### src/hdl/fps_pkg.sv
// ----------------------------------------------------------------------------
// fps_pkg
// Shared constants, codes and control structs of the frame packet segmenter.
// ----------------------------------------------------------------------------
package fps_pkg;

  // payload and frame sizing
  localparam int PAYLOAD_BYTES   = 248;
  localparam int FRAME_BYTES_MAX = 131072;
  localparam int PAY_WORDS       = (PAYLOAD_BYTES + 7) / 8;
  localparam int FILL_W          = $clog2(PAYLOAD_BYTES);
  localparam int WADDR_W         = (PAY_WORDS > 1) ? $clog2(PAY_WORDS) : 1;
  localparam int CNT_W           = $clog2(FRAME_BYTES_MAX + 1);

  // format codes on the input
  localparam logic [1:0] FMT_MJPEG = 2'd1;
  localparam logic [1:0] FMT_RAW   = 2'd2;

  // type codes in the header
  localparam logic [2:0] TYPE_NONE  = 3'd0;
  localparam logic [2:0] TYPE_MJPEG = 3'd2;
  localparam logic [2:0] TYPE_RAW   = 3'd4;

  // frame id wrap point
  localparam logic [7:0] ID_MAX   = 8'd255;
  localparam logic [7:0] ID_FIRST = 8'd1;

  // controller to datapath
  typedef struct packed {
    logic               accept;
    logic               load_hdr;
    logic               rd_en;
    logic [WADDR_W-1:0] rd_addr;
    logic               load_word;
  } cmd_t;

  // datapath to controller
  typedef struct packed {
    logic pkt_full;
  } status_t;

endpackage

### src/hdl/fps_dpath.sv
// ----------------------------------------------------------------------------
// fps_dpath
// Byte assembly, payload word memory, frame counters and output word register.
// ----------------------------------------------------------------------------
module fps_dpath (
  input  logic                 clk,
  input  logic                 rst_n,
  input  logic [7:0]           in_data_byte,
  input  logic                 in_frame_start,
  input  logic                 in_frame_end,
  input  logic [1:0]           in_format_code,
  input  fps_pkg::cmd_t        cmd,
  output fps_pkg::status_t     st,
  output logic [63:0]          out_word
);

  logic [fps_pkg::FILL_W-1:0]  fill_r, fill_nxt, fill_eff;
  logic [fps_pkg::CNT_W-1:0]   cnt_r, cnt_nxt, cnt_eff;
  logic [7:0]                  id_r, id_nxt;
  logic [2:0]                  type_r, type_nxt;
  logic                        active_r, active_nxt, active_eff;
  logic [63:0]                 asm_r, asm_nxt;
  logic [63:0]                 rd_data_r;
  logic [63:0]                 out_word_r;
  logic [63:0]                 hdr;
  logic [31:0]                 offset;
  logic [2:0]                  lane;
  logic [fps_pkg::WADDR_W-1:0] waddr;
  logic                        take, full, wr_en;

  logic [63:0] mem [fps_pkg::PAY_WORDS];

  // byte acceptance and next state of the frame counters
  always_comb begin
    active_eff = in_frame_start | active_r;
    cnt_eff    = in_frame_start ? '0 : cnt_r;
    fill_eff   = in_frame_start ? '0 : fill_r;
    take       = active_eff && (cnt_eff < fps_pkg::CNT_W'(fps_pkg::FRAME_BYTES_MAX));
    full       = take && (fill_eff == fps_pkg::FILL_W'(fps_pkg::PAYLOAD_BYTES - 1));
    lane       = fill_eff[2:0];
    waddr      = fps_pkg::WADDR_W'(fill_eff >> 3);

    id_nxt   = id_r;
    type_nxt = type_r;
    if (in_frame_start) begin
      id_nxt = (id_r == fps_pkg::ID_MAX) ? fps_pkg::ID_FIRST : id_r + 8'd1;
      case (in_format_code)
        fps_pkg::FMT_MJPEG: type_nxt = fps_pkg::TYPE_MJPEG;
        fps_pkg::FMT_RAW:   type_nxt = fps_pkg::TYPE_RAW;
        default:            type_nxt = fps_pkg::TYPE_NONE;
      endcase
    end

    // new word starts from zero so a short last word has zero high bytes
    asm_nxt = (lane == 3'd0) ? 64'd0 : asm_r;
    asm_nxt[lane*8 +: 8] = in_data_byte;
    wr_en = cmd.accept && take && ((lane == 3'd7) || full);

    cnt_nxt  = take ? cnt_eff + 1'b1 : cnt_eff;
    fill_nxt = fill_eff;
    if (take) begin
      fill_nxt = full ? '0 : fill_eff + 1'b1;
    end
    active_nxt = active_eff;
    if (in_frame_end) begin
      active_nxt = 1'b0;
      fill_nxt   = '0;
    end
  end

  assign st.pkt_full = full;

  // header word of the packet being started
  always_comb begin
    offset = 32'(cnt_nxt) - 32'(fps_pkg::PAYLOAD_BYTES);
    hdr    = {offset, 5'd0, type_nxt, id_nxt, 16'(fps_pkg::PAYLOAD_BYTES)};
  end

  // frame control registers
  always_ff @(posedge clk) begin
    if (!rst_n) begin
      fill_r   <= '0;
      cnt_r    <= '0;
      id_r     <= '0;
      type_r   <= fps_pkg::TYPE_NONE;
      active_r <= 1'b0;
    end else if (cmd.accept) begin
      fill_r   <= fill_nxt;
      cnt_r    <= cnt_nxt;
      id_r     <= id_nxt;
      type_r   <= type_nxt;
      active_r <= active_nxt;
    end
  end

  // word assembly register
  always_ff @(posedge clk) begin
    if (cmd.accept && take) begin
      asm_r <= asm_nxt;
    end
  end

  // payload word memory, registered read
  always_ff @(posedge clk) begin
    if (wr_en) begin
      mem[waddr] <= asm_nxt;
    end
    if (cmd.rd_en) begin
      rd_data_r <= mem[cmd.rd_addr];
    end
  end

  // output word register
  always_ff @(posedge clk) begin
    if (cmd.load_hdr) begin
      out_word_r <= hdr;
    end else if (cmd.load_word) begin
      out_word_r <= rd_data_r;
    end
  end

  assign out_word = out_word_r;

endmodule

### src/hdl/fps_ctrl.sv
// ----------------------------------------------------------------------------
// fps_ctrl
// Sequencer: takes bytes while filling, then sends one packet word by word.
// ----------------------------------------------------------------------------
module fps_ctrl (
  input  logic              clk,
  input  logic              rst_n,
  input  logic              in_valid,
  output logic              in_stall,
  output logic              out_valid,
  input  logic              out_stall,
  output logic              out_last_word,
  output fps_pkg::cmd_t     cmd,
  input  fps_pkg::status_t  st
);

  typedef enum logic [1:0] {
    S_FILL,
    S_SEND,
    S_READ
  } state_t;

  state_t                      state_r, state_nxt;
  logic                        out_valid_r, out_valid_nxt;
  logic                        out_last_r, out_last_nxt;
  logic [fps_pkg::WADDR_W-1:0] word_idx_r, word_idx_nxt;
  logic                        out_take;

  assign out_take = out_valid_r && !out_stall;

  // next state and datapath commands
  always_comb begin
    state_nxt     = state_r;
    out_valid_nxt = out_valid_r;
    out_last_nxt  = out_last_r;
    word_idx_nxt  = word_idx_r;
    cmd           = '0;
    cmd.rd_addr   = word_idx_r;
    unique case (state_r)
      S_FILL: begin
        cmd.accept   = in_valid;
        cmd.load_hdr = in_valid && st.pkt_full;
        if (in_valid && st.pkt_full) begin
          state_nxt     = S_SEND;
          out_valid_nxt = 1'b1;
          out_last_nxt  = 1'b0;
          word_idx_nxt  = '0;
        end
      end
      S_SEND: begin
        if (out_take) begin
          out_valid_nxt = 1'b0;
          if (out_last_r) begin
            state_nxt = S_FILL;
          end else begin
            cmd.rd_en = 1'b1;
            state_nxt = S_READ;
          end
        end
      end
      S_READ: begin
        cmd.load_word = 1'b1;
        out_valid_nxt = 1'b1;
        out_last_nxt  = (word_idx_r == fps_pkg::WADDR_W'(fps_pkg::PAY_WORDS - 1));
        word_idx_nxt  = word_idx_r + 1'b1;
        state_nxt     = S_SEND;
      end
      default: state_nxt = S_FILL;
    endcase
  end

  // state and registered outputs
  always_ff @(posedge clk) begin
    if (!rst_n) begin
      state_r     <= S_FILL;
      out_valid_r <= 1'b0;
      out_last_r  <= 1'b0;
      word_idx_r  <= '0;
    end else begin
      state_r     <= state_nxt;
      out_valid_r <= out_valid_nxt;
      out_last_r  <= out_last_nxt;
      word_idx_r  <= word_idx_nxt;
    end
  end

  assign in_stall      = (state_r != S_FILL);
  assign out_valid     = out_valid_r;
  assign out_last_word = out_last_r;

`ifndef NO_ASSERTIONS
  // a completed payload presents its header on the next cycle
  a_hdr_follows: assert property (@(posedge clk) disable iff (!rst_n)
    in_valid && !in_stall && st.pkt_full |=> out_valid && !out_last_word)
    else $error("header word not presented after full payload");

  // no byte is taken while a packet is being sent
  a_send_blocks_input: assert property (@(posedge clk) disable iff (!rst_n)
    out_valid |-> in_stall)
    else $error("input open while packet word pending");

  // after the last word the block returns to filling
  a_last_ends_packet: assert property (@(posedge clk) disable iff (!rst_n)
    out_valid && !out_stall && out_last_word |=> !out_valid && !in_stall)
    else $error("packet did not end after last word");
`endif

endmodule

### src/hdl/frame_packet_segmenter.sv
// Header: the header word is valid in the cycle after the byte that fills a payload.
// Each payload word is read from memory once the previous word is taken, then sent.
// Throughput: one byte per cycle while filling; input is stalled during a packet,
// so no byte is taken until the last word of the packet has been taken.
// Reset: synchronous, active low; clears counters, frame id, type and sequencer state.
// The payload memory is not cleared; every word is rewritten before it is sent.
// ----------------------------------------------------------------------------
// frame_packet_segmenter
// Cuts video frame bytes into fixed payloads and sends each as a packet of
// a header word and little-endian 64-bit payload words.
// ----------------------------------------------------------------------------
module frame_packet_segmenter (
  input  logic        clk,
  input  logic        rst_n,
  input  logic        in_valid,
  output logic        in_stall,
  input  logic [7:0]  in_data_byte,
  input  logic        in_frame_start,
  input  logic        in_frame_end,
  input  logic [1:0]  in_format_code,
  output logic        out_valid,
  input  logic        out_stall,
  output logic [63:0] out_word,
  output logic        out_last_word
);

  fps_pkg::cmd_t    cmd;
  fps_pkg::status_t st;

  // sequencer
  fps_ctrl u_ctrl (
    .clk           (clk),
    .rst_n         (rst_n),
    .in_valid      (in_valid),
    .in_stall      (in_stall),
    .out_valid     (out_valid),
    .out_stall     (out_stall),
    .out_last_word (out_last_word),
    .cmd           (cmd),
    .st            (st)
  );

  // payload datapath
  fps_dpath u_dpath (
    .clk            (clk),
    .rst_n          (rst_n),
    .in_data_byte   (in_data_byte),
    .in_frame_start (in_frame_start),
    .in_frame_end   (in_frame_end),
    .in_format_code (in_format_code),
    .cmd            (cmd),
    .st             (st),
    .out_word       (out_word)
  );

endmodule

### config.mk
export PLATFORM = sky130hd
export DESIGN_NAME = frame_packet_segmenter
export DESIGN_NICKNAME = d
export VERILOG_FILES = /design/src/hdl/fps_pkg.sv /design/src/hdl/fps_dpath.sv /design/src/hdl/fps_ctrl.sv /design/src/hdl/frame_packet_segmenter.sv
export SDC_FILE = /design/constraint.sdc
export NUM_CORES = 2
export LEC_CHECK = 0
export ABC_AREA = 1
export ABC_CLOCK_PERIOD_IN_PS = 8600
export BUFFER_PORTS_ARGS = -buffer_cell sky130_fd_sc_hd__buf_4
export CAP_MARGIN = 20
export CORE_UTILIZATION = 57
export CTS_CLUSTER_DIAMETER = 40
export CTS_CLUSTER_SIZE = 12
export DETAILED_ROUTE_END_ITERATION = 6
export PLACE_DENSITY = 0.73
export SLEW_MARGIN = 15
export SYNTH_ARGS = -nofsm -noshare
export SYNTH_HDL_FRONTEND = slang
export SYNTH_SLANG_ARGS = --single-unit
### constraint.sdc
create_clock -name clk -period 8.6 [get_ports clk]
set_input_delay 0.86 -clock clk [delete_from_list [all_inputs] [get_ports clk]]
set_output_delay 0.86 -clock clk [all_outputs]
set_load 0.02 [all_outputs]
==> Yosys cells after proc, flatten, opt, wreduce, memory -nomap -nowiden <==
Memory sizes are Yosys's and may differ from the RTL's. A register that Yosys moved wholly into a read port is not among the register bits.
Index checks and enable logic that the tools add are counted.
{ "word_totals": {"ff_bits": 175, "ram_bits": 1984, "input_bits": 16, "output_inout_bits": 67, "elab_cells": 83, "memories": 1} }
{ "memory_table": {"columns": ["name", "depth", "width", "rd", "rd_clocked_by_memory_dff", "write_ports", "line_no", "rtl"], "rows": [
  ["u_dpath.mem", 31, 64, 1, 1, 1, "fps_dpath.sv:31", "logic [63:0] mem [fps_pkg::PAY_WORDS];"]
]} }
{ "classes": {"addsub": 6, "magnitude_cmp": 1, "eq_ne": 10, "n_shift": 2, "muxes": 33, "bitwise_logic": 1, "n_reduce_logical": 17} }
{ "op_table": {"columns": ["operator", "count"], "rows": [
  ["$mux 64", 3],
  ["$bwmux 64", 1],
  ["$shift 8x34->64 const A", 1],
  ["$shiftx 8x34->64", 1],
  ["$mux 8", 6],
  ["$mux 18", 2],
  ["$neg 6->34", 1],
  ["$sub 18x8->19 const B", 1],
  ["$add 18x1->18 const B", 1],
  ["$lt 18x18->1 const B", 1],
  ["$add 8x1->8 const B", 2],
  ["$eq 8x8->1 const B", 2],
  ["$mux 1", 10],
  ["$pmux 5 s2", 1],
  ["$mux 2", 4],
  ["$logic_and 1x1->1", 6],
  ["$pmux 2 s3", 1],
  ["$pmux 3 s2", 1],
  ["$reduce_bool 2->1", 3],
  ["$add 5x1->5 const B", 1],
  ["$eq 5x5->1 const B", 1],
  ["$mux 5", 1],
  ["$eq 2x1->1 const B", 2],
  ["$eq 2x2->1 const B", 2],
  ["13 further kinds", 15]
]} }

==> Logic depth before layout (Yosys ltp) <==
{ "depth": {"word_depth": 10, "ltp_mapped": 18, "mapped_depth_nobuf": 17} }

==> By module <==
A second synthesis with hierarchy kept.
{ "hier_totals": {"cells_unflattened": 6697, "area_unflattened_um2": 87742.9} }
{ "by_module_without_submodules": {"columns": ["module", "instances", "cells_each", "area_each_um2", "seq_area_each_um2"], "rows": [
  ["fps_dpath", 1, 6630, 87287.5, 65893.2],
  ["fps_ctrl", 1, 67, 455.4, 180.2]
]} }

==> Worst setup path after synthesis <==
Ideal clock, no wire load.
{ "synth_path": {"path_kind": "input to register", "startpoint": "input in_frame_start", "endpoint": "memory u_dpath.mem[10][0], enable pin", "setup_ns": 0.487, "arrival_ns": 7.230, "required_ns": 8.113, "slack_ns": 0.884, "path_stages": 8, "path_buffers": 0, "path_cell_list": "inv_2 -> nand2_2 -> nand2_2 -> nor2_1 -> nand2_1 -> nor2_1 -> nand3_1 -> nor2_1"} }
{ "synth_between": {"elab_chain_cells": 8, "word_cells_on_any_way": 13, "classes_between": "1 x order compare; 2 x eq/ne; 4 x mux; 1 x bitwise; 5 x reduce/logical"} }
{ "synth_lines": {"columns": ["item", "line_no", "rtl"], "rows": [
  ["start, declared", "frame_packet_segmenter.sv:18", "input logic in_frame_start,"],
  ["$mux 18", "fps_dpath.sv:36", "cnt_eff = in_frame_start ? '0 : cnt_r;"],
  ["$lt 18x18->1", "fps_dpath.sv:38", "take = active_eff && (cnt_eff < fps_pkg::CNT_W'(fps_pkg::FRAME_BYTES_MAX));"],
  ["$logic_and 1x1->1", "fps_dpath.sv:38", null],
  ["$logic_and 1x1->1", "fps_dpath.sv:39", "full = take && (fill_eff == fps_pkg::FILL_W'(fps_pkg::PAYLOAD_BYTES - 1));"],
  ["$logic_or 1x1->1", "fps_dpath.sv:57", "wr_en = cmd.accept && take && ((lane == 3'd7) || full);"],
  ["$logic_and 1x1->1", "fps_dpath.sv:57", null],
  ["$mux 1", "fps_dpath.sv:105", "if (wr_en) begin"],
  ["$mux 1 (implied by the code)", "fps_dpath.sv:106", "mem[waddr] <= asm_nxt;"],
  ["end, declared", "fps_dpath.sv:31", null]
]} }
Several ways; a longest one is shown, not always the timed one.

==> Worst setup path in the final report <==
{ "layout_path": {"startpoint": "input in_frame_start", "endpoint": "memory u_dpath.mem[1][60], enable pin"} }
The elaborated chain is that of the path after synthesis.

==> metrics.txt <==
status finished, final reports clean; Post-synth ARST share 0; vias in the first global route 54370; initial antenna violation count 10; Post-synth top flop edfxtp_1; Buffers on Ports between 80 and 90; # placed instances 8496; Slew HR 0.2277; fraction of layout cells with a size suffix above 1 0.1060; CORE AREA between 0.15 and 0.2 mm²; clk buf depth 3; Total GRT Usage 0.3051; largest net degree at the start of global routing roughly 210; final setup fails 0; Mean Syn Cell Area 13.08 µm²; Fin Setup TNS 0 ps; Area contributors post-synth edfxtp_1 (74%), o21ai_0 (5.9%), nor2_1 (4.4%), nand2_1 (2.7%), o22ai_1 (2.0%); drt wl/cell 27.02 µm; grt ovf 0; clock sink count 2223; post-route clock skew 30.18 ps; HP Class in -> reg; mapped cell area 0.08739 mm²; Post-DP HPWL 131800 µm; non-filler cells, final slightly below 9000; Area Overhead vs Synth 12.23%; CTS Hold Bufs 0; min-delay src in_format_code[1]; sequential share of the synthesized area 0.7561; share of the clock period used by the worst path 0.6401; wire length of the first global-routing pass 351200 µm; RR Startpoint u_dpath.fill_r[0]; crit path time final around 5500 ps; CP Max Fanout 34; htree depth 4; DR vias 57765; Row Count 143; Synth cell types 51; DIE WIDTH ~390 µm; Post-Route WL about 240000 µm; most frequent cell after synthesis edfxtp_1; Worst VDD drop 0.2234 mV; Worst-Margin Slew 1146 ps; drt via density between 6 and 7; Clock transition at path regs 60 ps; Pleak roughly 0.034 µW; CTS buffer count 236; die area 0.1549 mm²; Crit Path Class in -> reg; CTS tree yes; Iteration-0 DRC Markers 8932; FMAX 181.7 MHz; proportion of netlist area held by the largest area contributor 0.7405; Clock Latency Late Sink ~870 ps; Critical Path AT 5990 ps; Worst Path Required 9090 ps; CP startpoint in_frame_start; Post-Synthesis Cells between 6000 and 7000; RSZ-0062 raised after global routing false; Power Total 21530 µW; first drt pass iteration count 6; Final Core Density 0.6449; Max-Cap Viols 0; Final nets 6739; power density over cell area 219.5 mW/mm²; final hold vios 0; Boundary Pins 83; DRC Markers 0; final RePlAce weighted congestion 0.8960; fin. max-slew vios 0; Initial Utilization 0.5746; postcts setup bufs 0; Routed Antenna Nets 0; Yosys top cell by area edfxtp_1; most common library cells after synthesis edfxtp_1 (2155), o21ai_0 (1036), nor2_1 (1034); Seq cells post-synth 2223; Syn Nets 6707; die height 393.6 µm; Root Driver clkbuf_16; Post-synth EDFFs 2155; CP Capture Type register; count of warnings emitted by yosys 0; crit path launch type primary input; CTS resizes 0
per-layer routing:
metal / track usage / up-vias / part of all wire
li1: - / 24892 / -
met1: 0.4212 / 28296 / 0.37
met5: 0 / - / 0.00017
met2: 0.4660 / 4000 / 0.46
met4: 0.1196 / 6 / 0.038
met3: 0.08073 / 571 / 0.14
where the power goes:
group          internal, µW  switching (µW)  leakage, µW
clock network          5420            4070      0.00344
registers             11800            13.8       0.0214
logic                  48.4             179      0.00904
layout make-up:
type | count | area, µm²
diodes | 1 | 2.502
clock buffers | 304 | 6361
flip-flops and latches | 2223 | 66090
repair buffers | 252 | 2352
multi-input cells | 3836 | 19300
fillers | 10545 | 54010
clock inverters | 82 | 788.3
well taps | 2030 | 2540
inverters | 162 | 643.1
cells in the final DEF, fill, tap and decap left out, types with 42 or more instances in the layout:
cell / synthesis / routed
nand4_1: 42 / 42
dfxtp_1: 68 / 64
nand3_1: 277 / 277
clkbuf_16: 0 / 244
buf_4: 5 / 213
inv_1: 142 / 139
o21ai_0: 1036 / 971
o221ai_1: 169 / 169
nor2_1: 1034 / 999
edfxtp_1: 2155 / 2155
o22ai_1: 280 / 280
clkbuf_1: 324 / 57
o211ai_1: 91 / 91
nand2_1: 618 / 616
a21oi_1: 119 / 118
kinds of logic after synthesis:
logic type                 after synthesis  synth area share
AOI/OAI and AO/OA                     1767            0.1170
adders and majority gates               12          0.001718
and+or+nand+nor                       2050           0.09611
xor gates and xnor gates                 7         0.0007016
buffers and inverters                  620           0.02836
DFF                                   2223            0.7561
path summary, 6_finish.rpt:
check / end / slack [ps] / depth (start not counted)
worst min register to register: u_dpath.active_r / 470 / 2
worst min-delay path: u_dpath.type_r[1] / 320 / 4
worst max register to register: u_dpath.mem[1][60] / 3670 / 14
worst max-delay path: u_dpath.mem[1][60] / 3100 / 16
critical path, stage by stage:
cell and delay, ps:
buf_4 200, inv_2 490, nand2_1 570, inv_2 470, ha_1 340, nand2_1 110, nor2_1 140, nand3_1 200
inv_2 170, or2_2 120, nand2_1 60, inv_1 190, nand4_1 470, nor2_4 200, buf_4 620, buf_4 680
metrics by stage:
step	cell area, µm²	setup slack, ps	hold slack, ps
2_1_floorplan	87390	883.9	434.7
3_3_place_gp	90640	2408	450.2
3_5_place_dp	90770	2399	454.6
4_1_cts	97920	3293	287.0
5_1_grt	98080	2892	332.7
6_report	98080	3095	315.5
registers in the layout, indices dropped and copies added (netlist names):
signal,count
u_ctrl.word_idx_r,5
u_ctrl.out_valid,1
u_dpath.active_r,1
u_dpath.type_r,3
u_ctrl.out_last_word,1
u_dpath.mem,1984
u_dpath.cnt_r,18
u_dpath.rd_data_r,64
u_dpath.asm_r,64
u_dpath.fill_r,8
u_dpath.out_word,64
u_dpath.id_r,8
u_ctrl.state_r,2
(Power assumes the default switching activity.)
